===== config.mk =====
export PLATFORM = sky130hd
export DESIGN_NAME = csi_ten_bit_unpacker_flat
export DESIGN_NICKNAME = d
export VERILOG_FILES = /design/src/design/csi_tbu_pkg.sv /design/src/design/csi_tbu_req_if.sv /design/src/design/csi_tbu_rsp_if.sv /design/src/design/csi_tbu_csr.sv /design/src/design/csi_tbu_core.sv /design/src/design/csi_tbu_queue.sv /design/src/design/csi_ten_bit_unpacker.sv /design/src/flat_wrapper.sv
export SDC_FILE = /design/constraint.sdc
export NUM_CORES = 1
export LEC_CHECK = 0
export ABC_AREA = 0
export BUFFER_PORTS_ARGS = -buffer_cell sky130_fd_sc_hd__buf_4
export CAP_MARGIN = 15
export CORE_MARGIN = 3
export CORE_UTILIZATION = 60
export DETAILED_ROUTE_END_ITERATION = 16
export PLACE_DENSITY_LB_ADDON = 0.3
export SLEW_MARGIN = 20
export SYNTH_ARGS = -nofsm -noshare
export SYNTH_HDL_FRONTEND = slang
export SYNTH_SLANG_ARGS = --single-unit

===== constraint.sdc =====
create_clock -name clock -period 7.1 [get_ports clock]
set_input_delay 0.355 -clock clock [delete_from_list [all_inputs] [get_ports clock]]
set_output_delay 0.355 -clock clock [all_outputs]
set_load 0.01 [all_outputs]

===== src/design/csi_tbu_pkg.sv =====
// csi_tbu_pkg: types, constants and index helpers for the ten-bit sample unpacker
// used by the csr, core, queue and top-level files, depends on nothing

package csi_tbu_pkg;

   localparam int SAMPLE_BITS  = 10;
   localparam int WORD_BITS    = 16;
   localparam int MAX_ANTENNAS = 3;
   localparam int MAX_TONES    = 114;
   localparam int WINDOW_BITS  = 25;
   localparam int FILL_BITS    = 5;
   localparam int QUEUE_DEPTH  = 4;
   localparam int QPTR_BITS    = 2;
   localparam int QCNT_BITS    = 3;
   localparam int ADDR_BITS    = 4;
   localparam int DATA_BITS    = 32;

   localparam logic [1:0] RESET_RX_ANTENNAS = 2'd1;
   localparam logic [1:0] RESET_TX_ANTENNAS = 2'd1;
   localparam logic [6:0] RESET_TONE_COUNT  = 7'd114;

   typedef enum logic [1:0] {
      REG_RX_ANTENNAS = 2'd0,
      REG_TX_ANTENNAS = 2'd1,
      REG_TONE_COUNT  = 2'd2
   } reg_index_type;

   typedef struct packed {
      logic [1:0] rx_antennas;
      logic [1:0] tx_antennas;
      logic [6:0] tone_count;
   } cfg_type;

   typedef struct packed {
      logic       part;
      logic [1:0] rx;
      logic [1:0] tx;
      logic [6:0] tone;
   } index_type;

   typedef struct packed {
      logic signed [9:0] sample_value;
      logic              is_real_part;
      logic [1:0]        rx_index;
      logic [1:0]        tx_index;
      logic [6:0]        tone_index;
      logic              last_of_packet;
   } result_type;

   typedef struct packed {
      logic       push0;
      logic       push1;
      result_type item0;
      result_type item1;
   } push_type;

   function automatic logic [2:0] limit_antennas(input logic [1:0] v);
      logic [2:0] ext;
      logic [2:0] res;
      ext = {1'b0, v};
      if (ext == 3'd0) res = 3'd1;
      else if (ext > 3'(MAX_ANTENNAS)) res = 3'(MAX_ANTENNAS);
      else res = ext;
      return res;
   endfunction

   function automatic logic [7:0] limit_tones(input logic [6:0] v);
      logic [7:0] ext;
      logic [7:0] res;
      ext = {1'b0, v};
      if (ext == 8'd0) res = 8'd1;
      else if (ext > 8'(MAX_TONES)) res = 8'(MAX_TONES);
      else res = ext;
      return res;
   endfunction

   function automatic logic rx_wraps(input index_type idx, input cfg_type cfg);
      return ({1'b0, idx.rx} + 3'd1) >= limit_antennas(cfg.rx_antennas);
   endfunction

   function automatic logic tx_wraps(input index_type idx, input cfg_type cfg);
      return ({1'b0, idx.tx} + 3'd1) >= limit_antennas(cfg.tx_antennas);
   endfunction

   function automatic logic tone_wraps(input index_type idx, input cfg_type cfg);
      return ({1'b0, idx.tone} + 8'd1) >= limit_tones(cfg.tone_count);
   endfunction

   function automatic logic is_last(input index_type idx, input cfg_type cfg);
      return idx.part && rx_wraps(idx, cfg) && tx_wraps(idx, cfg) && tone_wraps(idx, cfg);
   endfunction

   function automatic index_type next_index(input index_type idx, input cfg_type cfg);
      index_type res;
      res = idx;
      if (!idx.part) begin
         res.part = 1'b1;
      end else begin
         res.part = 1'b0;
         if (rx_wraps(idx, cfg)) begin
            res.rx = 2'd0;
            if (tx_wraps(idx, cfg)) begin
               res.tx = 2'd0;
               if (tone_wraps(idx, cfg)) res.tone = 7'd0;
               else res.tone = idx.tone + 7'd1;
            end else begin
               res.tx = idx.tx + 2'd1;
            end
         end else begin
            res.rx = idx.rx + 2'd1;
         end
      end
      return res;
   endfunction

endpackage


===== src/design/csi_tbu_req_if.sv =====
// csi_tbu_req_if: input channel carrying payload words and the packet start mark
// depends on nothing

interface csi_tbu_req_if;
   logic        valid;
   logic        ready;
   logic [15:0] payload_word;
   logic        packet_start;

   modport source (output valid, output payload_word, output packet_start, input ready);
   modport sink   (input valid, input payload_word, input packet_start, output ready);
endinterface


===== src/design/csi_tbu_rsp_if.sv =====
// csi_tbu_rsp_if: result channel carrying one tagged sample component per item
// depends on nothing

interface csi_tbu_rsp_if;
   logic              valid;
   logic              ready;
   logic signed [9:0] sample_value;
   logic              is_real_part;
   logic [1:0]        rx_index;
   logic [1:0]        tx_index;
   logic [6:0]        tone_index;
   logic              last_of_packet;

   modport source (output valid, output sample_value, output is_real_part, output rx_index,
                   output tx_index, output tone_index, output last_of_packet, input ready);
   modport sink   (input valid, input sample_value, input is_real_part, input rx_index,
                   input tx_index, input tone_index, input last_of_packet, output ready);
endinterface


===== src/design/csi_tbu_csr.sv =====
// csi_tbu_csr: register file for antenna and tone counts behind the apb-style port
// depends on csi_tbu_pkg

module csi_tbu_csr (
   input  logic                                 clock,
   input  logic                                 reset,
   input  logic                                 psel,
   input  logic                                 penable,
   input  logic                                 pwrite,
   input  logic [csi_tbu_pkg::ADDR_BITS-1:0]    paddr,
   input  logic [csi_tbu_pkg::DATA_BITS-1:0]    pwdata,
   output logic [csi_tbu_pkg::DATA_BITS-1:0]    prdata,
   output logic                                 pready,
   output csi_tbu_pkg::cfg_type                 cfg
);

   csi_tbu_pkg::cfg_type       cfg_ff;
   csi_tbu_pkg::cfg_type       cfg_in;
   csi_tbu_pkg::reg_index_type reg_index;
   logic                       wr_en;

   assign pready    = 1'b1;
   assign wr_en     = psel && penable && pwrite;
   assign reg_index = csi_tbu_pkg::reg_index_type'(paddr[3:2]);

   always_comb begin
      cfg_in = cfg_ff;
      if (wr_en) begin
         case (reg_index)
            csi_tbu_pkg::REG_RX_ANTENNAS: cfg_in.rx_antennas = pwdata[1:0];
            csi_tbu_pkg::REG_TX_ANTENNAS: cfg_in.tx_antennas = pwdata[1:0];
            csi_tbu_pkg::REG_TONE_COUNT:  cfg_in.tone_count  = pwdata[6:0];
            default: cfg_in = cfg_ff;
         endcase
      end
   end

   always_comb begin
      case (reg_index)
         csi_tbu_pkg::REG_RX_ANTENNAS: prdata = {30'd0, cfg_ff.rx_antennas};
         csi_tbu_pkg::REG_TX_ANTENNAS: prdata = {30'd0, cfg_ff.tx_antennas};
         csi_tbu_pkg::REG_TONE_COUNT:  prdata = {25'd0, cfg_ff.tone_count};
         default: prdata = '0;
      endcase
   end

   always_ff @(posedge clock) begin
      if (reset) begin
         cfg_ff.rx_antennas <= csi_tbu_pkg::RESET_RX_ANTENNAS;
         cfg_ff.tx_antennas <= csi_tbu_pkg::RESET_TX_ANTENNAS;
         cfg_ff.tone_count  <= csi_tbu_pkg::RESET_TONE_COUNT;
      end else begin
         cfg_ff <= cfg_in;
      end
   end

   assign cfg = cfg_ff;

endmodule


===== src/design/csi_tbu_core.sv =====
// csi_tbu_core: bit window and index state, cuts up to two samples from each word
// depends on csi_tbu_pkg

module csi_tbu_core (
   input  logic                  clock,
   input  logic                  reset,
   input  logic                  accept,
   input  logic [15:0]           payload_word,
   input  logic                  packet_start,
   input  csi_tbu_pkg::cfg_type  cfg,
   output csi_tbu_pkg::push_type push
);

   localparam int WB = csi_tbu_pkg::WINDOW_BITS;
   localparam int SB = csi_tbu_pkg::SAMPLE_BITS;
   localparam int FB = csi_tbu_pkg::FILL_BITS;

   logic [WB-1:0]          window_ff, window_in;
   logic [FB-1:0]          fill_ff, fill_in;
   csi_tbu_pkg::index_type idx_ff, idx_in;
   logic                   done_ff, done_in;

   logic [WB-1:0]          base_window, merged;
   logic [FB-1:0]          base_fill, fill_word;
   csi_tbu_pkg::index_type base_idx, idx1, idx2;
   logic                   base_done, last0, last1, emit0, emit1;

   always_comb begin
      base_window = packet_start ? '0 : window_ff;
      base_fill   = packet_start ? '0 : fill_ff;
      base_idx    = packet_start ? '0 : idx_ff;
      base_done   = packet_start ? 1'b0 : done_ff;

      merged    = base_window | (WB'(payload_word) << base_fill);
      fill_word = base_fill + FB'(csi_tbu_pkg::WORD_BITS);

      emit0 = !base_done && (fill_word >= FB'(SB));
      last0 = csi_tbu_pkg::is_last(base_idx, cfg);
      idx1  = csi_tbu_pkg::next_index(base_idx, cfg);
      emit1 = emit0 && !last0 && (fill_word >= FB'(2 * SB));
      last1 = csi_tbu_pkg::is_last(idx1, cfg);
      idx2  = csi_tbu_pkg::next_index(idx1, cfg);

      push.push0                     = accept && emit0;
      push.push1                     = accept && emit1;
      push.item0.sample_value        = merged[SB-1:0];
      push.item0.is_real_part        = base_idx.part;
      push.item0.rx_index            = base_idx.rx;
      push.item0.tx_index            = base_idx.tx;
      push.item0.tone_index          = base_idx.tone;
      push.item0.last_of_packet      = last0;
      push.item1.sample_value        = merged[2*SB-1:SB];
      push.item1.is_real_part        = idx1.part;
      push.item1.rx_index            = idx1.rx;
      push.item1.tx_index            = idx1.tx;
      push.item1.tone_index          = idx1.tone;
      push.item1.last_of_packet      = last1;

      window_in = window_ff;
      fill_in   = fill_ff;
      idx_in    = idx_ff;
      done_in   = done_ff;
      if (accept) begin
         if (base_done) begin
            window_in = base_window;
            fill_in   = base_fill;
            idx_in    = base_idx;
            done_in   = 1'b1;
         end else if (emit1) begin
            idx_in = idx2;
            if (last1) begin
               window_in = '0;
               fill_in   = '0;
               done_in   = 1'b1;
            end else begin
               window_in = merged >> (2 * SB);
               fill_in   = fill_word - FB'(2 * SB);
               done_in   = 1'b0;
            end
         end else if (emit0) begin
            idx_in = idx1;
            if (last0) begin
               window_in = '0;
               fill_in   = '0;
               done_in   = 1'b1;
            end else begin
               window_in = merged >> SB;
               fill_in   = fill_word - FB'(SB);
               done_in   = 1'b0;
            end
         end else begin
            window_in = merged;
            fill_in   = fill_word;
            idx_in    = base_idx;
            done_in   = 1'b0;
         end
      end
   end

   always_ff @(posedge clock) begin
      if (reset) begin
         window_ff <= '0;
         fill_ff   <= '0;
         idx_ff    <= '0;
         done_ff   <= 1'b1;
      end else begin
         window_ff <= window_in;
         fill_ff   <= fill_in;
         idx_ff    <= idx_in;
         done_ff   <= done_in;
      end
   end

endmodule


===== src/design/csi_tbu_queue.sv =====
// csi_tbu_queue: four-entry result queue, takes up to two items per cycle, gives one
// depends on csi_tbu_pkg

module csi_tbu_queue (
   input  logic                    clock,
   input  logic                    reset,
   input  csi_tbu_pkg::push_type   push,
   input  logic                    pop,
   output csi_tbu_pkg::result_type head,
   output logic                    not_empty,
   output logic                    has_room
);

   localparam int PB = csi_tbu_pkg::QPTR_BITS;
   localparam int CB = csi_tbu_pkg::QCNT_BITS;

   csi_tbu_pkg::result_type entry_ff [csi_tbu_pkg::QUEUE_DEPTH];
   logic [PB-1:0]           wr_ptr_ff, wr_ptr_in;
   logic [PB-1:0]           rd_ptr_ff, rd_ptr_in;
   logic [CB-1:0]           count_ff, count_in;

   always_comb begin
      wr_ptr_in = wr_ptr_ff + PB'(push.push0) + PB'(push.push1);
      rd_ptr_in = rd_ptr_ff + PB'(pop);
      count_in  = count_ff + CB'(push.push0) + CB'(push.push1) - CB'(pop);
   end

   always_ff @(posedge clock) begin
      if (push.push0) entry_ff[wr_ptr_ff] <= push.item0;
      if (push.push1) entry_ff[wr_ptr_ff + PB'(1)] <= push.item1;
   end

   always_ff @(posedge clock) begin
      if (reset) begin
         wr_ptr_ff <= '0;
         rd_ptr_ff <= '0;
         count_ff  <= '0;
      end else begin
         wr_ptr_ff <= wr_ptr_in;
         rd_ptr_ff <= rd_ptr_in;
         count_ff  <= count_in;
      end
   end

   assign head      = entry_ff[rd_ptr_ff];
   assign not_empty = count_ff != '0;
   assign has_room  = count_ff <= CB'(csi_tbu_pkg::QUEUE_DEPTH - 2);

endmodule


===== src/design/csi_ten_bit_unpacker.sv =====
// csi_ten_bit_unpacker: top level, unpacks 16-bit payload words into signed 10-bit samples
// depends on csi_tbu_pkg, csi_tbu_req_if, csi_tbu_rsp_if, csi_tbu_csr, csi_tbu_core, csi_tbu_queue
// with the queue empty, a word's first sample is on rsp in the cycle after its acceptance
// throughput: a word a cycle while the queue has room, two-sample words included
// reset: synchronous, clears window, indices and queue; words are ignored until a packet start
//   and the counts return to one receive, one transmit antenna and 114 tones

module csi_ten_bit_unpacker (
   input  logic                              clock,
   input  logic                              reset,
   csi_tbu_req_if.sink                       req,
   csi_tbu_rsp_if.source                     rsp,
   input  logic                              psel,
   input  logic                              penable,
   input  logic                              pwrite,
   input  logic [csi_tbu_pkg::ADDR_BITS-1:0] paddr,
   input  logic [csi_tbu_pkg::DATA_BITS-1:0] pwdata,
   output logic [csi_tbu_pkg::DATA_BITS-1:0] prdata,
   output logic                              pready
);

   csi_tbu_pkg::cfg_type    cfg;
   csi_tbu_pkg::push_type   push;
   csi_tbu_pkg::result_type head;
   logic                    has_room, not_empty, accept, pop;

   assign req.ready = has_room;
   assign accept    = req.valid && has_room;
   assign pop       = rsp.ready && not_empty;

   csi_tbu_csr u_csr (
      .clock   (clock),
      .reset   (reset),
      .psel    (psel),
      .penable (penable),
      .pwrite  (pwrite),
      .paddr   (paddr),
      .pwdata  (pwdata),
      .prdata  (prdata),
      .pready  (pready),
      .cfg     (cfg)
   );

   csi_tbu_core u_core (
      .clock        (clock),
      .reset        (reset),
      .accept       (accept),
      .payload_word (req.payload_word),
      .packet_start (req.packet_start),
      .cfg          (cfg),
      .push         (push)
   );

   csi_tbu_queue u_queue (
      .clock     (clock),
      .reset     (reset),
      .push      (push),
      .pop       (pop),
      .head      (head),
      .not_empty (not_empty),
      .has_room  (has_room)
   );

   assign rsp.valid          = not_empty;
   assign rsp.sample_value   = head.sample_value;
   assign rsp.is_real_part   = head.is_real_part;
   assign rsp.rx_index       = head.rx_index;
   assign rsp.tx_index       = head.tx_index;
   assign rsp.tone_index     = head.tone_index;
   assign rsp.last_of_packet = head.last_of_packet;

endmodule


===== src/flat_wrapper.sv =====
// flat-port wrapper written by rule: the top's interface ports become plain ports
module csi_ten_bit_unpacker_flat 
  (clock, reset, psel, penable, pwrite, paddr, pwdata, prdata, pready, req_valid, req_payload_word, req_packet_start, req_ready, rsp_valid, rsp_sample_value, rsp_is_real_part, rsp_rx_index, rsp_tx_index, rsp_tone_index, rsp_last_of_packet, rsp_ready);
  csi_tbu_req_if req_i ();
  csi_tbu_rsp_if rsp_i ();
  input  logic clock;
  input  logic reset;
  input  logic psel;
  input  logic penable;
  input  logic pwrite;
  input  logic [csi_tbu_pkg::ADDR_BITS-1:0] paddr;
  input  logic [csi_tbu_pkg::DATA_BITS-1:0] pwdata;
  output logic [csi_tbu_pkg::DATA_BITS-1:0] prdata;
  output logic pready;
  input wire logic [$bits(req_i.valid)-1:0] req_valid;
  input wire logic [$bits(req_i.payload_word)-1:0] req_payload_word;
  input wire logic [$bits(req_i.packet_start)-1:0] req_packet_start;
  output wire logic [$bits(req_i.ready)-1:0] req_ready;
  output wire logic [$bits(rsp_i.valid)-1:0] rsp_valid;
  output wire logic [$bits(rsp_i.sample_value)-1:0] rsp_sample_value;
  output wire logic [$bits(rsp_i.is_real_part)-1:0] rsp_is_real_part;
  output wire logic [$bits(rsp_i.rx_index)-1:0] rsp_rx_index;
  output wire logic [$bits(rsp_i.tx_index)-1:0] rsp_tx_index;
  output wire logic [$bits(rsp_i.tone_index)-1:0] rsp_tone_index;
  output wire logic [$bits(rsp_i.last_of_packet)-1:0] rsp_last_of_packet;
  input wire logic [$bits(rsp_i.ready)-1:0] rsp_ready;
  assign req_i.valid = req_valid;
  assign req_i.payload_word = req_payload_word;
  assign req_i.packet_start = req_packet_start;
  assign req_ready = req_i.ready;
  assign rsp_valid = rsp_i.valid;
  assign rsp_sample_value = rsp_i.sample_value;
  assign rsp_is_real_part = rsp_i.is_real_part;
  assign rsp_rx_index = rsp_i.rx_index;
  assign rsp_tx_index = rsp_i.tx_index;
  assign rsp_tone_index = rsp_i.tone_index;
  assign rsp_last_of_packet = rsp_i.last_of_packet;
  assign rsp_i.ready = rsp_ready;
  csi_ten_bit_unpacker u_core (.clock(clock), .reset(reset), .req(req_i), .rsp(rsp_i), .psel(psel), .penable(penable), .pwrite(pwrite), .paddr(paddr), .pwdata(pwdata), .prdata(prdata), .pready(pready));
endmodule

==> impl_metrics.json, run 1 <==
{
  "place.gp.congestion": 0.9736,
  "syn_to_final_growth_pct": 10.88,
  "synthFlopType": "edfxtp_1",
  "max_slew.worst_pin.slew_ns": 1.164,
  "synth.mux.area_fraction_pct": 13.50,
  "maxCapViolations": 0,
  "ff2ff_setup_slack_ns": 0.41,
  "vdd_drop_max_uv": 204.0,
  "hpwl_um": 19560,
  "worstSetupEndpoint": "u_core.u_queue.entry_ff[3][0]",
  "synthAdderAreaFrac_pct": 5.227,
  "total_power_mw": 3.128,
  "ctsHtreeMaxLevel": 4,
  "cp.arrival_ns": 6.84,
  "p_per_area_mw_per_mm2": 272.9,
  "synth_top_family_by_area": "compound AO/OA/AOI/OAI gates",
  "fin_worst_skew_ns": 0.008772,
  "boundaryPins": 118,
  "postCtsHoldBufs": 0,
  "core_area_mm2": 0.01670,
  "synth_xor_area_share_pct": 1.609,
  "routed_wl_um": 27840,
  "start_kind": "flop",
  "dieWidth_um": 137.3,
  "die_y_um": 137.3,
  "reg2regPathDepth": 22,
  "end_kind": "flop",
  "synthSimpleGateAreaFrac_pct": 16.90,
  "drt_iter0_markers": 1221,
  "hold_path_class": "input pin to flop",
  "critPathLaunch": "u_core.u_core.idx_ff[1]",
  "port_buffers": 64,
  "nets": 1218,
  "place_ws_ns": 0.5904,
  "num_vias": 8895,
  "synth_edf_count": 92,
  "r2r-end": "u_core.u_queue.entry_ff[3][0]",
  "syn-cell-area_mm2": 0.01034,
  "design_area_mm2": 0.01146,
  "finalSetupViolCount": 0,
  "setup_tns_ns": 0,
  "final_common_cell": "nand2_1",
  "grt_antenna_before_repair": 0,
  "clk_pin_slew_worst_paths_ns": 0.07,
  "grt_pass1_wl_um": 43680,
  "synth_cell_types": 85,
  "cts_setup_buffers": 0,
  "ant_nets": 0,
  "grt_pass1_vias": 8158,
  "rsz0062_at_grt": "false",
  "die-area_mm2": 0.01884,
  "cts_resized": 0,
  "yosysWarningCount": 0,
  "synth_area_per_cell_um2": 9.495,
  "grt_max_degree": 65,
  "r2r-start": "u_core.u_core.idx_ff[1]",
  "drc": 0,
  "synth-compound-area-share_pct": 17.75,
  "diodes": 0,
  "period_minus_slack_ns": 6.686,
  "final_max_slew_viol_count": 0,
  "fillers": 1336,
  "synth_async_sr_flop_share_pct": 0,
  "first_pass_iters": 6,
  "cts_sinks": 153,
  "criticalPathCategory": "flop to flop",
  "stdcell_count": 1352,
  "maxSlewHeadroom_pct": 22.10,
  "regArea_mm2": 0.003984,
  "drive_gt1_share_pct": 17.23,
  "viasPerCell": 6.579,
  "grtUsageTotal_pct": 29.99,
  "wl_per_cell_um": 20.59,
  "syn_inst": 1089,
  "cts_tree": "done",
  "layout_common_cells": "nand2_1, nor2_1, edfxtp_1",
  "synth_seq_cells": 153,
  "fp-row-count": 47,
  "crit_required_ns": 7.25,
  "dpl.cell_count": 1320,
  "place_area_mm2": 0.01086,
  "cts_buffers": 17,
  "fmax_ghz": 0.1496,
  "clock-root-buffer": "clkbuf_16",
  "overflow": 0,
  "setup_ws_ns": 0.4140,
  "clock_latency_ns": 0.44,
  "final_hold_viol_count": 0,
  "status": "completed",
  "finalCritPeriodShare_pct": 94.17,
  "total_leakage_power_nw": 4.434,
  "initial_core_util_pct": 61.91,
  "crit_fanout": 8,
  "clock_path_buffers": 2,
  "multi_input_comb_area_mm2": 0.005813,
  "yosysSeqAreaShare_pct": 38.53
}
==> state kept, by name (all words and copies together), names as in the netlist <==
register / count
u_core.u_core.fill_ff: 5
u_core.u_queue.count_ff: 3
u_core.u_queue.rd_ptr_ff: 2
u_core.u_core.window_ff: 25
u_core.u_csr.cfg: 11
u_core.u_queue.entry_ff: 92
u_core.u_core.idx_ff: 12
u_core.u_queue.wr_ptr_ff: 2
u_core.u_core.done_ff: 1
==> how the worst min path moves through the flow <==
stage | startpoint | endpoint | slack (ns) | cells past startpoint
after floorplan | u_core.u_core.idx_ff[8] | u_core.u_core.idx_ff[8] | 0.43 | 2
after global placement | u_core.u_core.idx_ff[8] | u_core.u_core.idx_ff[8] | 0.44 | 2
after detailed placement | u_core.u_core.idx_ff[8] | u_core.u_core.idx_ff[8] | 0.44 | 2
after CTS | pwdata[5] | u_core.u_csr.cfg[5] | 0.11 | 2
after global routing | pwdata[5] | u_core.u_csr.cfg[5] | 0.12 | 2
final | pwdata[5] | u_core.u_csr.cfg[5] | 0.12 | 2
==> power breakdown <==
group	internal, mW	switching [mW]	total, mW
Combinational	0.431	0.637	1.07
Clock	0.533	0.400	0.933
Sequential	1.06	0.0677	1.13
==> area by class of cell <==
class / count / area share [%]
clock inverter: 12 / 1.102
tap: 220 / 2.401
sequential: 153 / 34.75
inverter: 32 / 1.048
timing repair buffer: 89 / 5.828
clock buffer: 20 / 4.169
multi-input combinational: 826 / 50.70
==> through the flow <==
stage                     hold slack (ns)  utilization, %
after floorplan                    0.4318               -
after CTS                          0.1064           68.65
after global routing               0.1229           68.65
after detailed placement           0.4419           65.03
after global placement             0.4394           65.03
final                              0.1190           68.65
==> Yosys cell counts (all sizes together) (16+ instances only) <==
master / instances / area (um2)
o21ai: 78 / 394.1
clkbuf: 47 / 176.4
a21oi: 53 / 265.3
nand2: 126 / 473.0
dfxtp: 61 / 1221
a31oi: 17 / 106.4
mux2i: 54 / 540.5
ha: 32 / 400.4
inv: 32 / 120.1
nor2b: 21 / 131.4
buf: 55 / 365.4
a22oi: 17 / 127.6
nor3: 16 / 96.35
mux4: 35 / 788.3
nand3: 29 / 150.1
edfxtp: 92 / 2763
nor2: 124 / 491.7
==> worst max-delay path: stages (launching register included) <==
cell      delay, ns
dfxtp_1        0.46
nor2b_1        0.54
ha_1           0.41
nand3_1        0.23
nor3_1         0.42
xnor2_1        0.13
ha_1           0.35
a21oi_1        0.20
and3_4         0.25
nand2_1        0.14
nor3_1         0.38
a32oi_1        0.29
inv_1          0.20
ha_1           0.30
nand3_2        0.18
nor3_1         0.22
xnor2_1        0.16
ha_1           0.27
a21o_1         0.18
a31o_2         0.27
a41oi_4        0.34
nand2b_2       0.32
o21ai_0        0.11
==> routing by layer <==
layer	routed length, um	track usage (%)	up-vias
li1	-	-	4044
met1	11610	42.39	4226
met2	12650	46.46	546
met3	3001	6.245	79
met4	584	9.645	0
met5	0	0	-
==> logic make-up after synthesis <==
family / after synthesis
AOI/OAI and AO/OA: 274
muxes: 95
DFF: 153
buffers and inverters: 134
other: 2
adders and majority gates: 39
xor gates and xnor gates: 19
and+or+nand+nor: 373
Note: power is estimated with default switching activity, not from simulation.
==> run 2, diff against run 1 <==
--- a/config.mk
+++ b/config.mk
@@ -9,5 +9,4 @@
 export BUFFER_PORTS_ARGS = -buffer_cell sky130_fd_sc_hd__buf_4
 export CAP_MARGIN = 15
-export CORE_MARGIN = 3
 export CORE_UTILIZATION = 60
 export DETAILED_ROUTE_END_ITERATION = 16
==> constraint.sdc (replaced) <==
create_clock -name clock -period 7.1 [get_ports clock]
set_input_delay 2.13 -clock clock [delete_from_list [all_inputs] [get_ports clock]]
set_output_delay 2.13 -clock clock [all_outputs]
set_load 0.01 [all_outputs]
==> impl_metrics.json, run 2 (same netlist as run 1, synthesis figures left out) <==
{
  "num_vias": 9034,
  "p_sw_mw": 1.143,
  "hold_path_class": "flop to flop",
  "total_power_mw": 3.167,
  "status": "completed",
  "boundaryPins": 118,
  "grt_pass1_wl_um": 46310,
  "drc": 0,
  "diodes": 0,
  "regMostFlops": "u_core.u_queue.entry_ff",
  "cts_setup_buffers": 0,
  "dieWidth_um": 133.3,
  "first_pass_iters": 6,
  "fmax_ghz": 0.1497,
  "largest_register_ffs": 92,
  "p_comb_share_pct": 35.4,
  "grt_antenna_before_repair": 0,
  "stdcell_count": 1407,
  "clock_latency_ns": 0.44,
  "fin_worst_skew_ns": 0.01135,
  "nets": 1273,
  "end_kind": "flop",
  "p_int_mw": 2.024,
  "ff2ff_setup_slack_ns": 1.71,
  "r2r-start": "u_core.u_core.idx_ff[0]",
  "ctsHtreeMaxLevel": 4,
  "p_per_area_mw_per_mm2": 266.7,
  "r2r-end": "u_core.u_core.fill_ff[0]",
  "max_slew.worst_pin.slew_ns": 1.145,
  "cts_resized": 0,
  "worstSetupEndpoint": "u_core.u_core.fill_ff[0]",
  "grt_max_degree": 65,
  "routed_wl_um": 29090,
  "seq_power_share_pct": 35.5,
  "cts_sinks": 153,
  "final_max_slew_viol_count": 0,
  "period_minus_slack_ns": 6.680,
  "drt_iter0_markers": 1074,
  "reg2regPathDepth": 24,
  "start_kind": "input pin",
  "crit_required_ns": 7.47,
  "hold_slack_ns": 0.4590,
  "layout_common_cells": "buf_4, nand2_1, nor2_1",
  "dpl.cell_count": 1375,
  "clk_pin_slew_worst_paths_ns": 0.07,
  "maxCapViolations": 0,
  "criticalPathCategory": "input pin to flop",
  "overflow": 0,
  "core_area_mm2": 0.01670,
  "die_y_um": 133.3,
  "place.gp.congestion": 0.9518,
  "crit_fanout": 7,
  "maxSlewHeadroom_pct": 23.37,
  "final_common_cell": "buf_4",
  "fp-row-count": 47,
  "die-area_mm2": 0.01776,
  "grt_pass1_vias": 8556,
  "initial_core_util_pct": 61.91,
  "design_area_mm2": 0.01188,
  "postCtsHoldBufs": 0,
  "viasPerCell": 6.421,
  "top_regs": "u_core.u_queue.entry_ff: 92 flops, u_core.u_core.window_ff: 25 flops, u_core.u_core.idx_ff: 12 flops",
  "critPathTopFamily": "simple AND/OR/NAND/NOR gates",
  "hpwl_um": 20720,
  "finalSetupViolCount": 0,
  "port_buffers": 64,
  "drive_gt1_share_pct": 21.23,
  "ant_nets": 0,
  "final_hold_viol_count": 0,
  "critPathLaunch": "req_packet_start",
  "rsz0062_at_grt": "false",
  "pwr-share-clk_pct": 29.1,
  "clock_path_buffers": 2,
  "cts_tree": "done",
  "max_stage_delay_ns": 0.33,
  "cp.arrival_ns": 7.05,
  "grtUsageTotal_pct": 33.74,
  "cts_buffers": 17,
  "setup_tns_ns": 0,
  "cp_slowest_cell": "or3_1",
  "total_leakage_power_nw": 4.685,
  "finalCritPeriodShare_pct": 94.08,
  "place_area_mm2": 0.01128,
  "syn_to_final_growth_pct": 14.87,
  "wl_per_cell_um": 20.67,
  "critPathBufInv": 4,
  "path_depth": 26,
  "switching_share_pct": 36.08,
  "clock-root-buffer": "clkbuf_16",
  "vdd_drop_max_uv": 214.8
}
==> run 2: how the worst min path moves through the flow <==
| stage | startpoint | endpoint | slack, ns | cells after the start |
|---|---|---|---|---|
| finish | u_core.u_core.window_ff[0] | u_core.u_core.window_ff[0] | 0.46 | 2 |
| global route | u_core.u_core.window_ff[13] | u_core.u_core.window_ff[13] | 0.48 | 2 |
| CTS | u_core.u_core.window_ff[2] | u_core.u_core.window_ff[2] | 0.46 | 2 |
| detailed placement | u_core.u_core.window_ff[13] | u_core.u_core.window_ff[13] | 0.45 | 2 |
| global placement | u_core.u_core.window_ff[1] | u_core.u_core.window_ff[1] | 0.44 | 2 |
| floorplan | u_core.u_core.idx_ff[8] | u_core.u_core.idx_ff[8] | 0.43 | 2 |
==> run 2: power groups by stage <==
| stage | Clock, mW | Combinational [mW] | Sequential, mW |
|---|---|---|---|
| 2_1_floorplan | 0 | 0.753 | 1.10 |
| 3_3_place_gp | 0 | 1.07 | 1.14 |
| 3_5_place_dp | 0 | 1.09 | 1.14 |
| 4_1_cts | 0.924 | 1.10 | 1.12 |
| 5_1_grt | 0.955 | 1.21 | 1.13 |
| 6_report | 0.922 | 1.12 | 1.13 |
==> run 2: layout make-up <==
class / instances / area (um2)
flip-flops and latches: 153 / 3984
multi-input cells: 826 / 5821
repair buffers: 144 / 1081
well taps: 220 / 275.3
clock buffers: 17 / 425.4
inverters: 32 / 120.1
fillers: 1307 / 4823
clock inverters: 15 / 171.4
==> run 2: through the flow <==
step / utilization, % / setup slack, ns
6_report: 71.12 / 0.4205
2_1_floorplan: - / 0.03270
3_5_place_dp: 67.55 / 0.006368
5_1_grt: 71.12 / 0.05703
4_1_cts: 71.12 / 0.4470
3_3_place_gp: 67.55 / 0.1714
==> run 2: worst register-to-register path, cell delays in order (launching register included) <==
cell	delay, ns
dfxtp_1	0.56
nand2_1	0.13
inv_1	0.10
ha_2	0.18
nand3_1	0.12
nor3_2	0.24
xnor2_1	0.20
ha_1	0.32
a21oi_1	0.20
and3_4	0.21
nand2_1	0.11
or3_1	0.33
a21o_1	0.20
inv_1	0.07
ha_1	0.19
nand3_2	0.12
nor3_1	0.22
xnor2_1	0.19
ha_1	0.29
a21o_1	0.17
a31o_2	0.25
a41oi_4	0.31
nor2_2	0.17
o31a_1	0.32
nor3b_2	0.15
==> run 2: metal layers <==
| metal | share of wire [%] | global-route usage, % | wire [um] |
|---|---|---|---|
| met4 | 1.9 | 9.722 | 557 |
| met2 | 46 | 52.34 | 13310 |
| met5 | 0 | 0 | 0 |
| met1 | 43 | 47.70 | 12440 |
| met3 | 9.6 | 7.040 | 2780 |
==> run 3, diff against run 2 <==
- CAP_MARGIN: 15 -> unset
- CORE_ASPECT_RATIO: unset -> 0.7
==> impl_metrics.json, run 3 (same netlist as run 1, synthesis figures left out) <==
{
  "regArea_mm2": 0.003985,
  "boundaryPins": 118,
  "initial_core_util_pct": 62.32,
  "final_common_cell": "buf_4",
  "finalSetupViolCount": 0,
  "final_hold_viol_count": 0,
  "die_y_um": 111.8,
  "first_pass_iters": 6,
  "diodes": 0,
  "regMostFlops": "u_core.u_queue.entry_ff",
  "ctsHtreeMaxLevel": 4,
  "grt_pass1_wl_um": 47320,
  "cts_resized": 0,
  "period_minus_slack_ns": 6.754,
  "ant_nets": 0,
  "grtUsageTotal_pct": 34.52,
  "m1WireLength_um": 12910,
  "core_area_mm2": 0.01659,
  "r2r-start": "u_core.u_core.idx_ff[0]",
  "layout_common_cells": "buf_4, nand2_1, nor2_1",
  "fillers": 1259,
  "total_leakage_power_nw": 4.647,
  "crit_fanout": 7,
  "syn_to_final_growth_pct": 14.28,
  "design_area_mm2": 0.01182,
  "seq_power_share_pct": 36.3,
  "postCtsHoldBufs": 0,
  "hold_path_class": "flop to flop",
  "multi_input_comb_area_mm2": 0.005828,
  "switching_share_pct": 36.84,
  "p_per_area_mw_per_mm2": 265.1,
  "finalCritPeriodShare_pct": 95.13,
  "hp-start": "u_core.u_core.window_ff[1]",
  "critPathLaunch": "req_packet_start",
  "top_regs": "u_core.u_queue.entry_ff: 92 flops, u_core.u_core.window_ff: 25 flops, u_core.u_core.idx_ff: 12 flops",
  "dieWidth_um": 158.9,
  "max_stage_delay_ns": 0.39,
  "place.gp.congestion": 1.000,
  "p_int_mw": 1.978,
  "critPathTopFamily": "simple AND/OR/NAND/NOR gates",
  "setup_ws_ns": 0.3458,
  "final_max_slew_viol_count": 0,
  "crit_required_ns": 7.44,
  "cts_sinks": 153,
  "die-area_mm2": 0.01777,
  "overflow": 0,
  "clock_path_buffers": 2,
  "rsz0062_at_grt": "false",
  "clock_latency_ns": 0.44,
  "fp-row-count": 39,
  "wl_per_cell_um": 21.39,
  "fmax_ghz": 0.1481,
  "fin_worst_skew_ns": 0.01326,
  "hpwl_um": 21390,
  "viasPerCell": 6.488,
  "wl_met2_um": 12410,
  "top_layer_used": "met4",
  "drc": 0,
  "drive_gt1_share_pct": 20.73,
  "critPathBufInv": 4,
  "grt_pass1_vias": 8322,
  "max_slew.worst_pin.slew_ns": 1.229,
  "cts_buffers": 17,
  "clk_pin_slew_worst_paths_ns": 0.06,
  "cts_setup_buffers": 0,
  "p_comb_share_pct": 36.0,
  "num_vias": 9128,
  "cp_slowest_cell": "or3_1",
  "setup_tns_ns": 0,
  "vdd_drop_max_uv": 167.5,
  "nets": 1268,
  "end_kind": "flop",
  "p_sw_mw": 1.154,
  "maxSlewHeadroom_pct": 17.75,
  "drt_iter0_markers": 1151,
  "port_buffers": 64,
  "maxCapViolations": 0,
  "grt_max_degree": 65,
  "pwr-share-clk_pct": 27.8,
  "total_power_mw": 3.132,
  "cts_tree": "done",
  "status": "completed",
  "place_area_mm2": 0.01126,
  "clock-root-buffer": "clkbuf_16",
  "routed_wl_um": 30100,
  "final_core_util_pct": 71.22,
  "start_kind": "input pin",
  "criticalPathCategory": "input pin to flop",
  "cp.arrival_ns": 7.10,
  "place_ws_ns": 0.05375,
  "wl_met3_um": 4279,
  "grt_antenna_before_repair": 0,
  "largest_register_ffs": 92
}
## run 3: cell types whose count changed in the layout (fill, tap and decap cells not counted), moves of 2 or more
cell,previous run,this run
inv_8,6,2
buf_4,144,138
clkinv_2,0,2
clkinv_1,0,2
clkinvlp_4,3,1
## run 3: final timing paths
path,cells past startpoint,endpoint,slack [ns]
hold reg to reg,2,u_core.u_core.window_ff[1],0.46
hold / removal,2,u_core.u_core.window_ff[1],0.46
setup reg to reg,24,u_core.u_core.fill_ff[3],1.62
setup / recovery,26,u_core.u_core.fill_ff[3],0.35
## run 3: metrics by stage
stage          hold slack (ns)  std cells
2_1_floorplan           0.4318       1113
3_3_place_gp            0.4414       1375
3_5_place_dp            0.4498       1375
4_1_cts                 0.4645       1407
5_1_grt                 0.4787       1407
6_report                0.4635       1407
## run 3: routing by layer
metal  global-route usage [%]  vias to the layer above
met5                        0                        -
met4                    9.872                        0
met3                    10.66                       62
met2                    47.75                      651
met1                    51.63                     4282
li1                         -                     4133
## run 3: layout make-up
cell class	count	share of cell area [%]
Multi-Input combinational cell	826	49.32
Sequential cell	153	33.73
Timing Repair Buffer	139	8.937
Clock buffer	18	3.632
Tap cell	225	2.382
Inverter	32	1.017
Clock inverter	14	0.9848
## run 3: power by group through the flow
stage                     Clock (mW)  Sequential, mW  Combinational [mW]
after global placement             0            1.14                1.07
after detailed placement           0            1.15                1.09
after global routing           0.902            1.14                1.21
after CTS                      0.864            1.13                1.11
final                          0.870            1.14                1.13
after floorplan                    0            1.10               0.753
## run 3: worst min-delay path: stages (launching register included)
cell and delay [ns]:
dfxtp_1 0.32, nand2_1 0.05, a21oi_1 0.05
